File: src/hw/rtl/mlfnv_pkg.sv
// Package for the multi-lane FNV hash: lane seeds, lane primes and the lane update function.
package mlfnv_pkg;

	localparam int unsigned LANE_W    = 32;
	localparam int unsigned BYTE_W    = 8;
	localparam int unsigned DIG_LO_W  = 64;
	localparam int unsigned DIG_HI_W  = 56;
	localparam int unsigned H3_KEEP_W = DIG_HI_W - LANE_W;

	typedef logic [LANE_W-1:0] lane_t;

	localparam lane_t SEED_ZERO  = 32'h811C9DC5;
	localparam lane_t SEED_ONE   = 32'hA1B2C3D4;
	localparam lane_t SEED_TWO   = 32'h9E3779B9;
	localparam lane_t SEED_THREE = 32'hC2B2AE35;
	localparam lane_t SEED_FOUR  = 32'h165667B1;

	localparam lane_t MUL_A = 32'd16777619;
	localparam lane_t MUL_B = 32'd2166136261;
	localparam lane_t MUL_C = 32'd1099511627;

	localparam int unsigned ROT_ONE   = 5;
	localparam int unsigned ROT_THREE = 7;

	// xor byte, optional left rotate, multiply mod 2^32
	function automatic lane_t lane_step(lane_t h, logic [BYTE_W-1:0] c,
			int unsigned rot, lane_t mul);
		lane_t x;
		lane_t r;
		x = h ^ {{(LANE_W-BYTE_W){1'b0}}, c};
		r = (rot == 0) ? x : ((x << rot) | (x >> (LANE_W - rot)));
		return r * mul;
	endfunction

endpackage

File: src/hw/rtl/multi_lane_fnv_hash_120_top.sv
// Multi-lane FNV hash: input register, five lane registers and a digest output register.
//
// Input channel: data_byte, no_byte and last with byte_valid/byte_stall. An item is
// taken at a clock edge with byte_valid high and byte_stall low. Each item with
// no_byte low is folded into all five 32-bit lanes. An item with last high ends the
// message and produces one digest; the lanes then go back to their seeds, so the
// next item starts a new message. An item with both no_byte and last high closes a
// message without adding a byte (empty message when it comes first).
// Output channel: digest_low and digest_high with digest_valid/digest_stall.
// Path: a last item goes from the input register to the digest register, which drives the ports.
// Throughput: one item per cycle, set by the per-lane constant multiply in the lane
// feedback loop. The input register keeps taking items while a digest waits; a last
// item that finds the digest register full and stalled holds in the input register
// and byte_stall rises until the digest is taken.
// Reset: arst_n low empties both registers and loads the lane seeds.
module multi_lane_fnv_hash_120_top
	import mlfnv_pkg::*;
(
	input  logic                clk,
	input  logic                arst_n,
	input  logic [BYTE_W-1:0]   data_byte,
	input  logic                no_byte,
	input  logic                last,
	input  logic                byte_valid,
	output logic                byte_stall,
	output logic [DIG_LO_W-1:0] digest_low,
	output logic [DIG_HI_W-1:0] digest_high,
	output logic                digest_valid,
	input  logic                digest_stall
);

	logic              valid_s1;
	logic [BYTE_W-1:0] byte_s1;
	logic              no_byte_s1;
	logic              last_s1;

	lane_t lane_zero_q, lane_one_q, lane_two_q, lane_three_q, lane_four_q;
	lane_t nxt_zero, nxt_one, nxt_two, nxt_three, nxt_four;
	lane_t h0, h1, h2, h3;

	logic out_free;
	logic advance;
	logic take_in;

	assign out_free   = !digest_valid || !digest_stall;
	assign advance    = valid_s1 && (!last_s1 || out_free);
	assign byte_stall = valid_s1 && !advance;
	assign take_in    = byte_valid && !byte_stall;

	always_comb begin
		if (no_byte_s1) begin
			nxt_zero  = lane_zero_q;
			nxt_one   = lane_one_q;
			nxt_two   = lane_two_q;
			nxt_three = lane_three_q;
			nxt_four  = lane_four_q;
		end else begin
			nxt_zero  = lane_step(lane_zero_q,  byte_s1, 0,         MUL_A);
			nxt_one   = lane_step(lane_one_q,   byte_s1, ROT_ONE,   MUL_B);
			nxt_two   = lane_step(lane_two_q,   byte_s1, 0,         MUL_C);
			nxt_three = lane_step(lane_three_q, byte_s1, ROT_THREE, MUL_A);
			nxt_four  = lane_step(lane_four_q,  byte_s1, 0,         MUL_B);
		end
		// avalanche in order; nxt_four has no word of its own and only feeds h0 and h3
		h0 = nxt_zero ^ nxt_one ^ nxt_two ^ nxt_three ^ nxt_four;
		h1 = nxt_one ^ h0;
		h2 = nxt_two ^ nxt_three;
		h3 = nxt_three ^ nxt_four;
	end

	always_ff @(posedge clk or negedge arst_n) begin
		if (!arst_n) begin
			valid_s1 <= 1'b0;
		end else if (take_in) begin
			valid_s1 <= 1'b1;
		end else if (advance) begin
			valid_s1 <= 1'b0;
		end
	end

	always_ff @(posedge clk) begin
		if (take_in) begin
			byte_s1    <= data_byte;
			no_byte_s1 <= no_byte;
			last_s1    <= last;
		end
	end

	always_ff @(posedge clk or negedge arst_n) begin
		if (!arst_n) begin
			lane_zero_q  <= SEED_ZERO;
			lane_one_q   <= SEED_ONE;
			lane_two_q   <= SEED_TWO;
			lane_three_q <= SEED_THREE;
			lane_four_q  <= SEED_FOUR;
		end else if (advance) begin
			if (last_s1) begin
				lane_zero_q  <= SEED_ZERO;
				lane_one_q   <= SEED_ONE;
				lane_two_q   <= SEED_TWO;
				lane_three_q <= SEED_THREE;
				lane_four_q  <= SEED_FOUR;
			end else begin
				lane_zero_q  <= nxt_zero;
				lane_one_q   <= nxt_one;
				lane_two_q   <= nxt_two;
				lane_three_q <= nxt_three;
				lane_four_q  <= nxt_four;
			end
		end
	end

	always_ff @(posedge clk or negedge arst_n) begin
		if (!arst_n) begin
			digest_valid <= 1'b0;
		end else if (advance && last_s1) begin
			digest_valid <= 1'b1;
		end else if (!digest_stall) begin
			digest_valid <= 1'b0;
		end
	end

	always_ff @(posedge clk) begin
		if (advance && last_s1) begin
			digest_low  <= {h1, h0};
			digest_high <= {h3[H3_KEEP_W-1:0], h2};
		end
	end

	a_take_fills_s1: assert property (@(posedge clk) disable iff (!arst_n)
		take_in |=> valid_s1)
		else $error("accepted item did not land in the input register");

	a_last_reseeds: assert property (@(posedge clk) disable iff (!arst_n)
		advance && last_s1 |=> lane_zero_q == SEED_ZERO && lane_one_q == SEED_ONE &&
			lane_two_q == SEED_TWO && lane_three_q == SEED_THREE &&
			lane_four_q == SEED_FOUR)
		else $error("lanes not reseeded after a digest");

	a_empty_holds: assert property (@(posedge clk) disable iff (!arst_n)
		advance && !last_s1 && no_byte_s1 |=> lane_zero_q == $past(lane_zero_q) &&
			lane_four_q == $past(lane_four_q))
		else $error("empty item changed the lanes");

	a_no_overwrite: assert property (@(posedge clk) disable iff (!arst_n)
		digest_valid && digest_stall |-> !(advance && last_s1))
		else $error("digest overwritten while stalled");

	a_stall_only_full: assert property (@(posedge clk) disable iff (!arst_n)
		byte_stall |-> valid_s1 && last_s1 && digest_valid && digest_stall)
		else $error("input stalled without a blocked digest");

endmodule
File: config.mk
export PLATFORM = sky130hd
export DESIGN_NAME = multi_lane_fnv_hash_120_top
export DESIGN_NICKNAME = d
export VERILOG_FILES = /design/src/hw/rtl/mlfnv_pkg.sv /design/src/hw/rtl/multi_lane_fnv_hash_120_top.sv
export SDC_FILE = /design/constraint.sdc
export NUM_CORES = 2
export LEC_CHECK = 0
export BUFFER_PORTS_ARGS = -buffer_cell sky130_fd_sc_hd__buf_4
export CAP_MARGIN = 25
export CORE_MARGIN = 4
export CORE_UTILIZATION = 55
export DETAILED_ROUTE_END_ITERATION = 6
export PLACE_DENSITY = 0.72
export SYNTH_ARGS = -nofsm -noshare
export SYNTH_HDL_FRONTEND = slang
export SYNTH_SLANG_ARGS = --single-unit
File: constraint.sdc
create_clock -name clk -period 10.15 [get_ports clk]
set_input_delay 2.03 -clock clk [delete_from_list [all_inputs] [get_ports clk]]
set_output_delay 2.03 -clock clk [all_outputs]
set_load 0.03 [all_outputs]
Word level (Yosys, flattened, before mapping). Cells that the tools add are included. Widths: inputs -> output; s select.

Register bits: 292. Input port bits: 14. Output and inout bits: 122. RAM bits: 0. ROM bits: 0. Latch bits: 0. Memories kept: 0.

Equality and inequality tests: 1. Reductions and logical operators: 12. Bitwise logic cells: 14. $lt $le $gt $ge: 0. $mul: 5. $add $sub $neg: 0. Shift operators: 0. Div/mod/pow operators: 0. Mux-type cells: 14.

Operators with widths (number): $mux 32 (10); $xor 32x32->32 (6); $xor 32x8->32 (5); $mul 32x25->32 const B (2); $mul 32x32->32 const B (2); $mul 32x31->32 const B (1); $or 32x5->32 (1); $or 32x7->32 (1); $xor 24x24->24 (1); $logic_not 1->1 (5); $logic_and 1x1->1 (4); $mux 1 (4); $logic_or 1x1->1 (2); $ne 2x1->1 const B (1); $reduce_bool 2->1 (1).

Depth between registers and ports, before layout.
Depth after elaboration: 9. Gate-level depth with buffers: 29. Depth with buffers taken out: 28.

Least setup slack after synthesis. No wires, ideal clock.

Kind: input-to-reg. From: input digest_stall. To: register digest_high[0], enable pin. Stages: 4. Buffers on the path: 1. Arrival time: 7.466 ns. Setup time: 0.603 ns. Path slack: 2.081 ns. Cell sequence: nand3_1 nand2_1 clkbuf_1 nor2_1.

Word-level cells in the longest chain between the ends: 5.

Ends and longest elaborated chain: from (decl) (line multi_lane_fnv_hash_120_top.sv:29) `input logic digest_stall`; $logic_not 1->1; $logic_or 1x1->1 (line multi_lane_fnv_hash_120_top.sv:45) `assign out_free = !digest_valid || !digest_stall;`; $logic_or 1x1->1 (line multi_lane_fnv_hash_120_top.sv:46) `assign advance = valid_s1 && (!last_s1 || out_free);`; $logic_and 1x1->1 (line multi_lane_fnv_hash_120_top.sv:46); $logic_and 1x1->1 (line multi_lane_fnv_hash_120_top.sv:124) `if (advance && last_s1) begin`; to (signal assigned) (line multi_lane_fnv_hash_120_top.sv:126) `digest_high <= {h3[H3_KEEP_W-1:0], h2};`; to (decl) (line multi_lane_fnv_hash_120_top.sv:27) `output logic [DIG_HI_W-1:0] digest_high,`.

No other way between the ends. A chain may end at the register's enable or synchronous reset.

Final worst setup path.
From: register byte_s1[7]. To: register digest_low[29], data pin.

Word-level cells in the longest chain between the ends: 8.

Ends and longest elaborated chain: from (decl) (line multi_lane_fnv_hash_120_top.sv:33) `logic [BYTE_W-1:0] byte_s1;`; from (signal assigned) (line multi_lane_fnv_hash_120_top.sv:83) `byte_s1 <= data_byte;`; $xor 32x8->32 (line mlfnv_pkg.sv:30) `x = h ^ {{(LANE_W-BYTE_W){1'b0}}, c};`; $or 32x5->32 (line mlfnv_pkg.sv:31) `r = (rot == 0) ? x : ((x << rot) | (x >> (LANE_W - rot)));`; $mul 32x32->32 (line mlfnv_pkg.sv:32) `return r * mul;`; $mux 32 (line multi_lane_fnv_hash_120_top.sv:51) `if (no_byte_s1) begin`; $xor 32x32->32 (3 in series) (line multi_lane_fnv_hash_120_top.sv:65) `h0 = nxt_zero ^ nxt_one ^ nxt_two ^ nxt_three ^ nxt_four;`; $xor 32x32->32 * (line multi_lane_fnv_hash_120_top.sv:65); named net h0[29] (line multi_lane_fnv_hash_120_top.sv:39) `lane_t h0, h1, h2, h3;`; to (signal assigned) (line multi_lane_fnv_hash_120_top.sv:125) `digest_low <= {h1, h0};`; to (decl) (line multi_lane_fnv_hash_120_top.sv:26) `output logic [DIG_LO_W-1:0] digest_low,`.

The timed path passes the listed nets; every way through them passes the cells marked *.

==> results <==
- The run finished with clean final reports.
- Between clock sinks in the finished design, the worst skew comes to 40.6 ps.
- Synthesis inferred 292 register bits.
- The highest clock frequency the design can meet is 110 MHz.
- Once detail routing completed, the nets flagged for antenna violations numbered 0.
- The post-cts repair resize count is 0.
- After synthesis the cells add up to 0.0495 mm².
- The floorplan step set the die height to 308 µm.
- The most frequent standard cell in the layout excluding fill and tap cells is sky130_fd_sc_hd__inv_1.
- For this run, the detailed router's first-pass iteration total came to 6.
- In this run the worst hold path is classified as reg2reg.
- On the final layout, the worst hold slack is 512 ps.
- After clock tree synthesis, the flow added hold-fix buffers numbering 0.
- The number of failing hold endpoints at the final stage is 0.
- The dominant delay contributor by cell family on the critical path is adder cells.
- The detail-routed net length per standard cell is 24.1 µm.
- The average via count per standard cell is 5.67.
- The maximum cell stage delay along the critical path is 690 ps.
- The top cell types in the final layout, fill and taps aside, are sky130_fd_sc_hd__inv_1 (1235), sky130_fd_sc_hd__ha_1 (924), sky130_fd_sc_hd__fa_1 (673).
- The total track usage is 32.7%.
- The final number of max-transition violations is 0.
- The number of input and output port buffers inserted is 135.
- The placed cell area is 0.0521 mm².
- The number of distinct library cells after synthesis is 86.
- The global placer's final weighted congestion is 0.985.
- The total CTS buffers is 38.
- The worst-path cell with the longest stage delay is sky130_fd_sc_hd__edfxtp_1.
- The later-pin clock latency in the skew report is 600 ps.
- The final layout contains 6672 nets.
- The first global-routing pass estimated 230 mm of wire.
- Of all nets on the critical path, the largest fanout is 6.
- The initial cell density of the core is 55.8%.
- For the worst setup path, the data required time is 10470 ps.
- The most critical setup path has its startpoint at byte_s1[7].
- The register clock-pin slew on the reported worst setup and hold paths is 60 ps.
- The worst path uses 89.6% of the clock period.
- The share of final-layout standard cells stronger than drive strength 1 is 7.49%.
- The most critical setup path has its endpoint at digest_low[29].
- In the final layout, flip-flops and latches occupy 0.00806 mm².
- The clock tree buffer depth is 3.
- The final setup TNS is 0 ps.
- TritonCTS built the clock tree.
- For this run, asynchronously set or reset flops after synthesis account for 55.5%.
- At the pin with the least slew margin, the transition time is 1140 ps.
- The setup check on the worst reg-to-reg path leaves a slack of 1060 ps.
- The endpoint identified for the worst register-to-register timing path is digest_low[29].
- The critical path launch point type is a flop.
- The number of nets handed over by synthesis was 6529.
- The critical path contains buffers and inverters numbering 5 combined.
- The width of the die is 308 µm.
- The critical path crosses 26 cells after its start point.
- Of all cell types, the one taking the most synthesized area is sky130_fd_sc_hd__fa_1.
- The number of failing setup endpoints in the final timing report is 0.
- The post-CTS setup repair buffer count is 0.
- Counting every instance in the synthesized netlist gives 4918.
- The overall die area is 0.0949 mm².
- The average instance in the mapped netlist occupies 10.1 µm².
- The count of maximum capacitance violations is 0.
- The area growth from synthesis to layout is 7.89%.
- By area the synthesized netlist is led by sky130_fd_sc_hd__fa_1 (27%), sky130_fd_sc_hd__ha_1 (23%), sky130_fd_sc_hd__inv_1 (9.4%), sky130_fd_sc_hd__edfxtp_1 (7.9%), sky130_fd_sc_hd__xnor2_1 (5.2%).
- For this run, the share of the core covered by cells in the final layout is 60.2%.
- The data arrival time of the critical path is 9410 ps.
- The detailed router finished its first iteration with 2963 violations.
- The most used flip-flop cell after synthesis is sky130_fd_sc_hd__edfxtp_1.
- The critical path is of the reg2reg type.
- In this run the tightest slew margin relative to its limit is 23.6%.
- After detailed routing, the total wire length is 151 mm.
- 136 I/O pins were placed.
- The total overflow left after global routing is 0.
- After filler insertion, the fill cell instance count of the layout stands at 7511.
- The top cell type by area accounts for 27.2% of the synthesized area.
- The region available for standard cell placement spans 0.0888 mm².
- The clock tree synthesis step divided the H-tree into 2 levels.
- The number of clock sinks is 292.
- The DRC violations left is 0.
- With fillers left out, the area of the finished cells amounts to 0.0534 mm².
- The maximum number of pins on one net before global-route repair is 147.
- Row generation in the floorplan step produced 109 rows.
- The number of enable-type register cells in the synthesized netlist is 130.
- The depth of the most critical reg-to-reg path is 26.
- The time the final worst path needs with I/O delays and setup is 9090 ps.
- The multi-input combinational cells in the finished layout cover a total of 0.0365 mm².
- The number of antenna violations at the first check in global routing is 7.
- Setup repair after global routing left no endpoint under its margin.
- The via count of the first global-routing pass is 36900.
- The worst register-to-register path begins at byte_s1[7].
- The cell repeated most along the worst path is sky130_fd_sc_hd__fa_1.
- The number of warnings printed during yosys synthesis is 0.
- In this run the clock root is driven by a sky130_fd_sc_hd__clkbuf_16.
- The wire-length estimate of the detail-placed layout is 127 mm.
- The count of vias placed by the detailed router is 35500.
- The share of the yosys chip area belonging to registers is 16.3%.
- STA classifies the critical path endpoint as a flop.
## Yosys cell counts, types with 9 or more instances
cell type,number
sky130_fd_sc_hd__nor2b_1,20
sky130_fd_sc_hd__xnor2_1,293
sky130_fd_sc_hd__ha_1,924
sky130_fd_sc_hd__mux2i_1,40
sky130_fd_sc_hd__xor2_1,158
sky130_fd_sc_hd__and3_1,16
sky130_fd_sc_hd__a211oi_1,13
sky130_fd_sc_hd__a21o_1,61
sky130_fd_sc_hd__nor3_1,21
sky130_fd_sc_hd__clkbuf_1,83
sky130_fd_sc_hd__fa_1,673
sky130_fd_sc_hd__o211ai_1,15
sky130_fd_sc_hd__and2_1,15
sky130_fd_sc_hd__dfrtp_1,81
sky130_fd_sc_hd__a21oi_1,185
sky130_fd_sc_hd__dfstp_2,81
sky130_fd_sc_hd__nand3_1,28
sky130_fd_sc_hd__nand2_1,188
sky130_fd_sc_hd__a22oi_1,11
sky130_fd_sc_hd__inv_1,1236
sky130_fd_sc_hd__a22o_1,36
sky130_fd_sc_hd__edfxtp_1,130
sky130_fd_sc_hd__a31oi_1,17
sky130_fd_sc_hd__o22a_1,37
sky130_fd_sc_hd__o21bai_1,9
sky130_fd_sc_hd__o21ai_1,25
sky130_fd_sc_hd__o21a_1,29
sky130_fd_sc_hd__nand2b_1,22
sky130_fd_sc_hd__a31o_2,9
sky130_fd_sc_hd__nor2_1,143
sky130_fd_sc_hd__o21ai_0,164
## worst min-delay path by stage
stage / startpoint / to / slack (ps) / depth (start not counted)
5_1_grt: lane_three_q[0] / lane_three_q[0] / 540 / 2
6_report: lane_one_q[25] / lane_one_q[25] / 510 / 2
2_1_floorplan: lane_four_q[26] / lane_four_q[26] / 470 / 2
3_3_place_gp: lane_one_q[25] / lane_one_q[25] / 500 / 2
3_5_place_dp: lane_one_q[25] / lane_one_q[25] / 500 / 2
4_1_cts: lane_one_q[25] / lane_one_q[25] / 510 / 2
## through the flow
| step | worst slack (ps) | instances |
|---|---|---|
| after floorplan | 2080 | 4918 |
| after global routing | 759 | 6255 |
| after detailed placement | 1190 | 6184 |
| final | 1060 | 6256 |
| after global placement | 1250 | 6183 |
| after CTS | 1110 | 6253 |
## cell families after synthesis
| kind of cell | Yosys count | share of synthesized area, % |
|---|---|---|
| fa+ha+maj | 1597 | 50.6 |
| buf+inv | 1328 | 10.1 |
| compound gates | 692 | 9.07 |
| simple gates | 507 | 4.77 |
| xor+xnor | 459 | 8.35 |
| flops | 292 | 16.3 |
| mux | 43 | 0.900 |
## sequential cells by signal, indices dropped and copies added, names as in the netlist
register and flops:
digest_low 64, digest_high 56, lane_four_q 32, lane_one_q 32
lane_three_q 32, lane_two_q 32, lane_zero_q 32, byte_s1 8
digest_valid 1, last_s1 1, no_byte_s1 1, valid_s1 1
## metal layers
| layer | up-vias | part of all wire (%) | global-route usage (%) |
|---|---|---|---|
| li1 | 16000 | - | - |
| met3 | 263 | 9.9 | 8.10 |
| met4 | 10 | 4.2 | 11.0 |
| met2 | 1437 | 43 | 49.6 |
| met5 | - | 0.042 | 0 |
| met1 | 17700 | 43 | 46.1 |
## worst register-to-register path, delay by kind of cell (launching register included)
family / cells / cell delay (ps)
AO/OA/AOI/OAI: 4 / 1080
XOR/XNOR: 4 / 1460
adder cells (fa/ha/maj): 9 / 4160
buffers and inverters: 5 / 490
flip-flops: 1 / 690
AND/OR/NAND/NOR: 4 / 970
## layout make-up
| class | count | area share (%) |
|---|---|---|
| multi-input cells | 3298 | 68.4 |
| flip-flops and latches | 292 | 15.1 |
| inverters | 1236 | 8.69 |
| repair buffers | 195 | 2.79 |
| well taps | 1165 | 2.73 |
| clock buffers | 45 | 1.85 |
| clock inverters | 24 | 0.494 |
| diodes | 1 | 0.00468 |
Power is not shown: default switching activity piles up to over one toggle a cycle in this logic, so the estimate is an artifact.
